===== src/rtl/ppph_pkg.sv =====
`timescale 1ns / 1ps
// Shared types and constants for the parallel port packet handshake engine.
// No dependencies; used by the sequencer and the top level.

package ppph_pkg;

    // default packet buffer depth
    localparam int PACKET_DEPTH_DEF = 256;

    // configuration register indexes and reset values
    localparam logic REG_TIMEOUT     = 1'b0;
    localparam logic REG_SHORT_DELAY = 1'b1;
    localparam logic [15:0] TIMEOUT_RESET     = 16'd2000;
    localparam logic [7:0]  SHORT_DELAY_RESET = 8'd2;

    // input item kinds
    localparam logic [1:0] ACT_TICK  = 2'd0;
    localparam logic [1:0] ACT_LOAD  = 2'd1;
    localparam logic [1:0] ACT_START = 2'd2;

    // control line values
    localparam logic [5:0] CTL_IDLE      = 6'h06;
    localparam logic [5:0] CTL_STROBE_LO = 6'h04;
    localparam logic [5:0] CTL_STROBE_HI = 6'h05;
    localparam logic [5:0] CTL_REV_SETUP = 6'h26;
    localparam logic [5:0] CTL_REV_REQ   = 6'h22;
    localparam logic [5:0] CTL_REV_ACK   = 6'h20;

    // status patterns
    localparam logic [7:0] ST_MASK     = 8'hf8;
    localparam logic [7:0] ST_ACK_A    = 8'h78;
    localparam logic [7:0] ST_ACK_B    = 8'hf0;
    localparam logic [7:0] ST_REPLY    = 8'h10;
    localparam logic [7:0] ST_NIB_MASK = 8'hf7;
    localparam logic [7:0] ST_NIB_WANT = 8'h50;
    localparam logic [7:0] ST_END      = 8'h58;
    localparam logic [7:0] ST_QUIET    = 8'hf8;

    // one result item
    typedef struct packed {
        logic       failed;
        logic       done_res;
        logic [7:0] read_byte;
        logic       read_valid;
        logic       busy_res;
        logic [7:0] data_out;
        logic [5:0] control_out;
    } result_t;

    localparam int RESULT_W = $bits(result_t);

endpackage


===== src/rtl/ppph_seq.sv =====
`timescale 1ns / 1ps
// Handshake sequencer with the packet buffer memory.
// Depends on ppph_pkg; produces one result per accepted item.

module ppph_seq #(
    parameter int PACKET_DEPTH = ppph_pkg::PACKET_DEPTH_DEF
) (
    input  logic                 clk,
    input  logic                 rst_n,
    input  logic                 item_fire,
    input  logic [1:0]           action,
    input  logic [7:0]           status_lines,
    input  logic [7:0]           data_lines,
    input  logic [7:0]           send_byte,
    input  logic [7:0]           max_read,
    input  logic [15:0]          timeout_ticks,
    input  logic [7:0]           short_delay_ticks,
    output ppph_pkg::result_t    res
);

    localparam int AW  = $clog2(PACKET_DEPTH);
    localparam int CAP = (PACKET_DEPTH < 255) ? PACKET_DEPTH : 255;
    localparam logic [7:0] CAP_B = CAP[7:0];

    // phase codes
    localparam logic [3:0] PH_IDLE  = 4'd0;
    localparam logic [3:0] PH_DLY_A = 4'd1;
    localparam logic [3:0] PH_DLY_B = 4'd2;
    localparam logic [3:0] PH_W78   = 4'd3;
    localparam logic [3:0] PH_WF0   = 4'd4;
    localparam logic [3:0] PH_DLY_R = 4'd5;
    localparam logic [3:0] PH_W10   = 4'd6;
    localparam logic [3:0] PH_W50   = 4'd7;
    localparam logic [3:0] PH_W58   = 4'd8;
    localparam logic [3:0] PH_WF8   = 4'd9;

    logic [3:0]  phase_reg, phase_next;
    logic [7:0]  loaded_reg, loaded_next;
    logic [7:0]  send_idx_reg, send_idx_next;
    logic [7:0]  recv_reg, recv_next;
    logic [7:0]  limit_reg, limit_next;
    logic [7:0]  third_reg, third_next;
    logic [15:0] wait_reg, wait_next;
    logic [5:0]  ctl_reg, ctl_next;
    logic [7:0]  data_reg, data_next;
    logic [7:0]  first_reg;

    // packet buffer, one write and one registered read port
    logic [7:0]    store_mem [PACKET_DEPTH];
    logic [7:0]    rd_q;
    logic          rd_en;
    logic [AW-1:0] rd_addr;
    logic          wr_en;

    logic [15:0] wait_inc;
    logic [7:0]  st;
    logic [7:0]  idx_inc;
    logic [7:0]  recv_inc;
    logic        delay_over;
    logic        wait_expired;
    logic        rvalid, done, fail;
    logic [7:0]  rbyte;

    function automatic logic [7:0] loaded_inc(input logic [7:0] cnt);
        loaded_inc = cnt + 8'd1;
    endfunction

    assign st           = status_lines & ppph_pkg::ST_MASK;
    assign wait_inc     = wait_reg + 16'd1;
    assign wait_expired = (wait_inc >= timeout_ticks);
    assign delay_over   = (wait_reg >= {8'd0, short_delay_ticks});
    assign idx_inc      = send_idx_reg + 8'd1;
    assign recv_inc     = recv_reg + 8'd1;
    assign wr_en        = item_fire && (phase_reg == PH_IDLE)
                          && (action == ppph_pkg::ACT_LOAD) && (loaded_reg < CAP_B);

    // next-state logic for one item
    always_comb
    begin
        phase_next    = phase_reg;
        loaded_next   = loaded_reg;
        send_idx_next = send_idx_reg;
        recv_next     = recv_reg;
        limit_next    = limit_reg;
        third_next    = third_reg;
        wait_next     = wait_reg;
        ctl_next      = ctl_reg;
        data_next     = data_reg;
        rd_en         = 1'b0;
        rd_addr       = '0;
        rvalid        = 1'b0;
        rbyte         = 8'd0;
        done          = 1'b0;
        fail          = 1'b0;

        if (phase_reg == PH_IDLE)
        begin
            if (action == ppph_pkg::ACT_LOAD)
            begin
                if (loaded_reg < CAP_B)
                    loaded_next = loaded_inc(loaded_reg);
            end
            else if (action == ppph_pkg::ACT_START)
            begin
                recv_next     = 8'd0;
                third_next    = 8'd0;
                limit_next    = max_read;
                send_idx_next = 8'd0;
                if (loaded_reg == 8'd0)
                    done = 1'b1;
                else
                begin
                    // first byte is held aside, prefetch the second
                    data_next  = first_reg;
                    phase_next = PH_DLY_A;
                    ctl_next   = ppph_pkg::CTL_IDLE;
                    wait_next  = 16'd0;
                    rd_en      = 1'b1;
                    rd_addr    = AW'(8'd1);
                end
            end
        end
        else if (action == ppph_pkg::ACT_TICK)
        begin
            unique case (phase_reg)
                PH_DLY_A, PH_DLY_B, PH_DLY_R:
                begin
                    if (delay_over)
                    begin
                        wait_next = 16'd0;
                        if (phase_reg == PH_DLY_A)
                        begin
                            phase_next = PH_DLY_B;
                            ctl_next   = ppph_pkg::CTL_STROBE_LO;
                        end
                        else if (phase_reg == PH_DLY_B)
                        begin
                            phase_next = PH_W78;
                            ctl_next   = ppph_pkg::CTL_STROBE_HI;
                        end
                        else
                        begin
                            phase_next = PH_W10;
                            ctl_next   = ppph_pkg::CTL_REV_REQ;
                        end
                    end
                    else
                        wait_next = wait_inc;
                end
                PH_W78:
                begin
                    if (st == ppph_pkg::ST_ACK_A)
                    begin
                        phase_next = PH_WF0;
                        ctl_next   = ppph_pkg::CTL_STROBE_LO;
                        wait_next  = 16'd0;
                    end
                    else
                    begin
                        wait_next = wait_inc;
                        fail      = wait_expired;
                    end
                end
                PH_WF0:
                begin
                    if (st == ppph_pkg::ST_ACK_B)
                    begin
                        send_idx_next = idx_inc;
                        wait_next     = 16'd0;
                        if (idx_inc >= loaded_reg)
                        begin
                            if (limit_reg == 8'd0)
                            begin
                                phase_next = PH_IDLE;
                                done       = 1'b1;
                            end
                            else
                            begin
                                phase_next = PH_DLY_R;
                                ctl_next   = ppph_pkg::CTL_REV_SETUP;
                            end
                        end
                        else
                        begin
                            // prefetched byte goes out, fetch the one after
                            data_next  = rd_q;
                            phase_next = PH_DLY_A;
                            rd_en      = 1'b1;
                            rd_addr    = AW'(idx_inc + 8'd1);
                        end
                    end
                    else
                    begin
                        wait_next = wait_inc;
                        fail      = wait_expired;
                    end
                end
                PH_W10:
                begin
                    if (st == ppph_pkg::ST_REPLY)
                    begin
                        rvalid    = 1'b1;
                        rbyte     = data_lines;
                        recv_next = recv_inc;
                        if (recv_inc == 8'd3)
                            third_next = data_lines;
                        if (recv_inc == 8'd4)
                            limit_next = third_reg;
                        phase_next = PH_W50;
                        ctl_next   = ppph_pkg::CTL_REV_ACK;
                        wait_next  = 16'd0;
                    end
                    else
                    begin
                        wait_next = wait_inc;
                        fail      = wait_expired;
                    end
                end
                PH_W50:
                begin
                    if ((st & ppph_pkg::ST_NIB_MASK) == ppph_pkg::ST_NIB_WANT)
                    begin
                        ctl_next  = ppph_pkg::CTL_REV_REQ;
                        wait_next = 16'd0;
                        if (st != ppph_pkg::ST_END && recv_reg < limit_reg)
                            phase_next = PH_W10;
                        else
                            phase_next = PH_W58;
                    end
                    else
                    begin
                        wait_next = wait_inc;
                        fail      = wait_expired;
                    end
                end
                PH_W58:
                begin
                    if (st == ppph_pkg::ST_END)
                    begin
                        phase_next = PH_WF8;
                        ctl_next   = ppph_pkg::CTL_REV_SETUP;
                        wait_next  = 16'd0;
                    end
                    else
                    begin
                        wait_next = wait_inc;
                        fail      = wait_expired;
                    end
                end
                PH_WF8:
                begin
                    if (st == ppph_pkg::ST_QUIET)
                    begin
                        phase_next = PH_IDLE;
                        ctl_next   = ppph_pkg::CTL_IDLE;
                        wait_next  = 16'd0;
                        done       = 1'b1;
                    end
                    else
                    begin
                        wait_next = wait_inc;
                        fail      = wait_expired;
                    end
                end
                default:
                    phase_next = PH_IDLE;
            endcase
        end

        // timeout ends the exchange, lines keep their values
        if (fail)
        begin
            done       = 1'b1;
            phase_next = PH_IDLE;
            wait_next  = 16'd0;
        end
        if (done)
            loaded_next = 8'd0;

        res.control_out = ctl_next;
        res.data_out    = data_next;
        res.busy_res    = (phase_next != PH_IDLE);
        res.read_valid  = rvalid;
        res.read_byte   = rbyte;
        res.done_res    = done;
        res.failed      = fail;
    end

    // sequencer state
    always_ff @(posedge clk or negedge rst_n)
    begin
        if (!rst_n)
        begin
            phase_reg    <= PH_IDLE;
            loaded_reg   <= 8'd0;
            send_idx_reg <= 8'd0;
            recv_reg     <= 8'd0;
            limit_reg    <= 8'd0;
            third_reg    <= 8'd0;
            wait_reg     <= 16'd0;
            ctl_reg      <= ppph_pkg::CTL_IDLE;
            data_reg     <= 8'd0;
        end
        else if (item_fire)
        begin
            phase_reg    <= phase_next;
            loaded_reg   <= loaded_next;
            send_idx_reg <= send_idx_next;
            recv_reg     <= recv_next;
            limit_reg    <= limit_next;
            third_reg    <= third_next;
            wait_reg     <= wait_next;
            ctl_reg      <= ctl_next;
            data_reg     <= data_next;
        end
    end

    // packet buffer write, first byte also kept in a register
    always_ff @(posedge clk)
    begin
        if (wr_en)
        begin
            store_mem[loaded_reg[AW-1:0]] <= send_byte;
            if (loaded_reg == 8'd0)
                first_reg <= send_byte;
        end
    end

    // packet buffer read, registered output
    always_ff @(posedge clk)
    begin
        if (item_fire && rd_en)
            rd_q <= store_mem[rd_addr];
    end

endmodule


===== src/rtl/parallel_port_packet_handshake.sv =====
`timescale 1ns / 1ps
// Top level of the parallel port packet handshake engine: stream ports,
// configuration registers and output skid stage. Uses ppph_pkg, ppph_seq.
//
// channel   direction  accepted when          content
// s_*       in         s_tvalid & s_tready    port sample, load byte or start
// m_*       out        m_tvalid & m_tready    line values, reply byte, done
// cfg_*     in         cfg_valid & cfg_ready  timeout and short delay
//
// Every item gives one result; items are taken every cycle while s_tready is
// high; each result is registered on m_tdata, or in the skid stage on a stall.
// The packet buffer is read one byte ahead, so its registered read latency is
// hidden. Reset clears the sequencer and restores the register defaults.
// A stalled output holds one result and parks one more in the skid stage;
// s_tready falls only while the skid stage is full.

module parallel_port_packet_handshake #(
    parameter int PACKET_DEPTH = ppph_pkg::PACKET_DEPTH_DEF
) (
    input  logic        clk,
    input  logic        rst_n,
    input  logic        s_tvalid,
    output logic        s_tready,
    input  logic [31:0] s_tdata,   // status_lines, data_lines, send_byte, max_read
    input  logic [1:0]  s_tuser,   // action
    output logic        m_tvalid,
    input  logic        m_tready,
    // control_out, data_out, busy_res, read_valid, read_byte, done_res, failed
    output logic [31:0] m_tdata,
    input  logic        cfg_valid,
    output logic        cfg_ready,
    input  logic        cfg_index,
    input  logic [15:0] cfg_data
);

    logic               item_fire;
    logic [15:0]        timeout_reg;
    logic [7:0]         short_delay_reg;
    ppph_pkg::result_t  res;
    ppph_pkg::result_t  out_reg;
    ppph_pkg::result_t  skid_reg;
    logic               out_valid_reg;
    logic               skid_valid_reg;

    assign s_tready  = !skid_valid_reg;
    assign item_fire = s_tvalid && s_tready;
    assign cfg_ready = 1'b1;

    // configuration registers
    always_ff @(posedge clk or negedge rst_n)
    begin
        if (!rst_n)
        begin
            timeout_reg     <= ppph_pkg::TIMEOUT_RESET;
            short_delay_reg <= ppph_pkg::SHORT_DELAY_RESET;
        end
        else if (cfg_valid && cfg_ready)
        begin
            unique case (cfg_index)
                ppph_pkg::REG_TIMEOUT:     timeout_reg     <= cfg_data;
                ppph_pkg::REG_SHORT_DELAY: short_delay_reg <= cfg_data[7:0];
                default:                   timeout_reg     <= timeout_reg;
            endcase
        end
    end

    ppph_seq #(
        .PACKET_DEPTH(PACKET_DEPTH)
    ) u_seq (
        .clk               (clk),
        .rst_n             (rst_n),
        .item_fire         (item_fire),
        .action            (s_tuser),
        .status_lines      (s_tdata[7:0]),
        .data_lines        (s_tdata[15:8]),
        .send_byte         (s_tdata[23:16]),
        .max_read          (s_tdata[31:24]),
        .timeout_ticks     (timeout_reg),
        .short_delay_ticks (short_delay_reg),
        .res               (res)
    );

    // output register with skid stage
    always_ff @(posedge clk or negedge rst_n)
    begin
        if (!rst_n)
        begin
            out_valid_reg  <= 1'b0;
            skid_valid_reg <= 1'b0;
        end
        else if (!out_valid_reg || m_tready)
        begin
            if (skid_valid_reg)
            begin
                out_valid_reg  <= 1'b1;
                skid_valid_reg <= 1'b0;
            end
            else
                out_valid_reg <= item_fire;
        end
        else if (item_fire)
            skid_valid_reg <= 1'b1;
    end

    // result payload
    always_ff @(posedge clk)
    begin
        if (!out_valid_reg || m_tready)
        begin
            if (skid_valid_reg)
                out_reg <= skid_reg;
            else if (item_fire)
                out_reg <= res;
        end
        else if (item_fire)
            skid_reg <= res;
    end

    assign m_tvalid = out_valid_reg;
    assign m_tdata  = {{(32 - ppph_pkg::RESULT_W){1'b0}}, out_reg};

endmodule


===== config.mk =====
export PLATFORM = sky130hd
export DESIGN_NAME = parallel_port_packet_handshake
export DESIGN_NICKNAME = d
export VERILOG_FILES = /design/src/rtl/ppph_pkg.sv /design/src/rtl/ppph_seq.sv /design/src/rtl/parallel_port_packet_handshake.sv
export SDC_FILE = /design/constraint.sdc
export NUM_CORES = 2
export LEC_CHECK = 0
export BUFFER_PORTS_ARGS = -buffer_cell sky130_fd_sc_hd__buf_2
export CORE_MARGIN = 3
export CORE_UTILIZATION = 30
export DETAILED_ROUTE_END_ITERATION = 12
export PLACE_DENSITY_LB_ADDON = 0.12
export SLEW_MARGIN = 20
export SYNTH_ARGS = -nofsm -noshare
export SYNTH_HDL_FRONTEND = slang
export SYNTH_HIERARCHICAL = 1
export SYNTH_SLANG_ARGS = --single-unit

===== constraint.sdc =====
create_clock -name clk -period 8.3 [get_ports clk]
set_input_delay 1.245 -clock clk [delete_from_list [all_inputs] [get_ports clk]]
set_output_delay 1.245 -clock clk [all_outputs]
set_load 0.005 [all_outputs]

==> results.py <==
metrics = {
    "global_routing": {
        "antenna_found_initial": 21,
        "grt_usage_pct": 22.0,
        "grt_pass1_vias": 59142,
        "grt_pass1_wl_um": 492000,
        "overflow": 0,
        "grt_max_degree": 154,
    },
    "floorplan": {
        "floorplan.initialDensity_pct": 30.2,
        "design.die.area_um2": 313000,
        "core.rowCount": 202,
        "core_um2": 304000,
        "die_height_um": 559,
        "io_pins": 91,
        "die_x_um": 559,
    },
    "clock_network": {
        "tritoncts": "done",
        "clock_sinks": 2208,
        "clock_tree.htree_level_count": 4,
        "post_cts_buffers": 0,
        "cts_buffers": 245,
        "ctsResizeCount": 0,
        "hold_buffers": 0,
        "root_buffer": "clkbuf_16",
        "clock_latency_ns": 0.92,
        "cts.clk_slew.worst_paths_ns": 0.07,
        "clockBufferDepth": 4,
    },
    "critical_path": {
        "worstPathCellList": "buf_4 > ha_1 > nand3_1 > nor2_1 > xnor2_1 > inv_1 > ha_1 > nand3_1 > and2_1 > o311ai_1 > a21oi_4 > buf_4 > buf_12 > nand2_1 > nand3_1 > and3_1 > a311oi_1 > a311oi_1 > o21ai_0 > o211ai_1",
        "path_max_fanout": 67,
        "worstPathArrival_ns": 7.40,
        "criticalPathCategory": "flop to flop",
        "cp-start-kind": "flop",
        "crit_required_ns": 9.04,
        "path_common_cell": "nand3_1",
        "end_kind": "flop",
        "worst_path_largest_cell_delay_ns": 0.94,
        "cp_slowest_cell": "a311oi_1",
    },
    "final_layout": {
        "stdcell_area_um2": 105000,
        "fin_nets": 7307,
        "fin_util_pct": 34.7,
        "largest_reg_flops": 2041,
        "instances_no_fill": 11501,
        "area_delta_synth_final_pct": 14.8,
        "drive_gt1_share_pct": 11.1,
    },
    "timing": {
        "rsz0062_at_grt": "false",
        "worstMarginPinSlew_ns": 1.37,
        "finalWorstSetupSlack_ns": 1.63,
        "fmax_mhz": 150,
        "period_minus_slack_ns": 6.67,
        "fin_crit_sh_pct": 80.4,
        "worst_hold_slack_ns": 0.304,
        "setup-tns-final_ns": 0,
        "slew_violations": 0,
        "slew_headroom_pct": 7.84,
        "finalSetupViolCount": 0,
        "hold_violations": 0,
        "fin_skew_ns": 0.0520,
    },
    "status": {
        "status": "complete, no violations",
    },
    "drt": {
        "wirelength_um": 356000,
        "route.vias.total": 61459,
        "dr.pass1.iters": 6,
        "drt_iter0_markers": 6439,
        "ant_nets": 0,
        "avgRoutedWirePerCell_um": 30.9,
        "viasPerCell": 5.34,
        "route.detailed.drc": 0,
    },
    "flow_run": {
        "maxCapViolations": 0,
    },
    "power": {
        "internal_power_mw": 19.3,
        "pwr-share-seq_pct": 46.5,
        "share_comb_of_total_power_pct": 14.3,
        "p_sw_share_pct": 28.1,
        "pwr-share-clk_pct": 39.3,
        "p_per_area_nw_per_um2": 255,
        "ir_worst_vdd_v": 0.000310,
        "total_power_mw": 26.9,
        "switching_power_mw": 7.56,
        "p_leak_nw": 35.7,
    },
    "logic_synthesis": {
        "netlist_area_um2": 91800,
        "synthCells": 7123,
        "avgSynthCellArea_um2": 12.9,
        "synthAdderAreaFrac_pct": 0.654,
        "yosys_warnings": 6,
        "synth_seq_area_share_pct": 71.7,
        "synth_mux_area_share_pct": 3.38,
        "synth_xor_area_share_pct": 0.334,
        "synthArstFlopShare_pct": 4.53,
        "ys.flop_type": "edfxtp_1",
        "ys_types": 100,
        "yosys.area_share.simple_pct": 14.1,
        "synth_compound_area_share_pct": 7.24,
        "synth_top_family_by_area": "simple AND/OR/NAND/NOR gates",
        "synth_seq_cells": 2208,
        "synth_edf_count": 2108,
    },
    "place": {
        "dpl.hpwl_um": 212000,
        "io_buffers": 80,
        "gp_congestion": 0.858,
        "placed_cells": 11036,
        "post-place-ws_ns": 1.79,
        "dpl_cell_area_um2": 97800,
    },
    "min_path": {
        "hold_path_class": "input pin to asynchronous set/reset pin",
    },
}
metal layers:
layer	global-route usage (%)	wire, um	part of all wire, %
met1	30.9	157000	44
met2	35.3	166000	47
met3	3.56	23100	6.5
met4	6.06	9840	2.8
met5	0.274	310	0.087
worst max-delay path: cells and delay by family, from the launching register on:
family	cells	cell delay, ns
compound gates	6	2.97
xor+xnor	1	0.20
fa+ha+maj	2	0.65
buf+inv	4	0.97
flops	1	0.35
simple gates	7	1.26
Yosys cell counts (56+ instances only):
library cell	number	area, um^2
mux2i_1	175	1750
buf_1	56	210
dfrtp_1	91	2280
and3_1	71	444
buf_2	190	951
a31oi_1	229	1430
a21oi_1	226	1130
edfxtp_1	2108	63300
nor2_1	358	1340
o21ai_0	141	706
o221ai_1	59	517
inv_1	59	221
clkbuf_1	178	668
nand3_1	677	3390
nand2_1	1720	6460
mux2_2	71	800
kinds of logic after synthesis:
family,after synthesis
simple gates,3023
other cells,3
buf+inv,529
flops,2208
xor+xnor,35
compound gates,1003
fa+ha+maj,48
mux,274
power groups by stage:
stage	Sequential (mW)	Clock (mW)	Combinational [mW]
3_3_place_gp	12.7	0	3.83
5_1_grt	12.5	11.2	4.10
6_report	12.5	10.6	3.83
4_1_cts	12.5	10.8	3.85
3_5_place_dp	12.7	0	3.84
2_1_floorplan	12.7	0	2.15
cell usage in the layout (no fill, tap or decap), types with 140 or more instances in the layout:
| cell type | Yosys | layout |
|---|---|---|
| a21oi_1 | 226 | 226 |
| a31oi_1 | 229 | 228 |
| buf_4 | 44 | 172 |
| clkbuf_16 | 0 | 245 |
| edfxtp_1 | 2108 | 2108 |
| mux2i_1 | 175 | 175 |
| nand2_1 | 1720 | 1704 |
| nand3_1 | 677 | 673 |
| nor2_1 | 358 | 345 |
| o21ai_0 | 141 | 140 |
path summary, 6_finish.rpt:
kind	from	slack [ns]	cells after the start	end
hold / removal	rst_n	0.30	1	u_seq/recv_reg[0]
hold reg to reg	u_seq/ctl_reg[4]	0.48	1	u_seq/ctl_reg[4]
setup / recovery	u_seq/send_idx_reg[0]	1.63	20	u_seq/rd_q[3]
setup reg to reg	u_seq/send_idx_reg[0]	1.63	20	u_seq/rd_q[3]
min in group clk	u_seq/ctl_reg[4]	0.48	1	u_seq/ctl_reg[4]
max in group asynchronous	rst_n	6.60	2	u_seq/loaded_reg[6]
cell type report:
cell class / count / area (um^2)
timing repair buffer: 291 / 2570
tap: 4080 / 5100
multi-input combinational: 4398 / 24100
inverter: 59 / 221
clock inverter: 146 / 1260
clock buffer: 312 / 6390
antenna: 7 / 17.5
sequential: 2208 / 65800
fill: 29960 / 198000
Power figures use the tool's default switching activity.
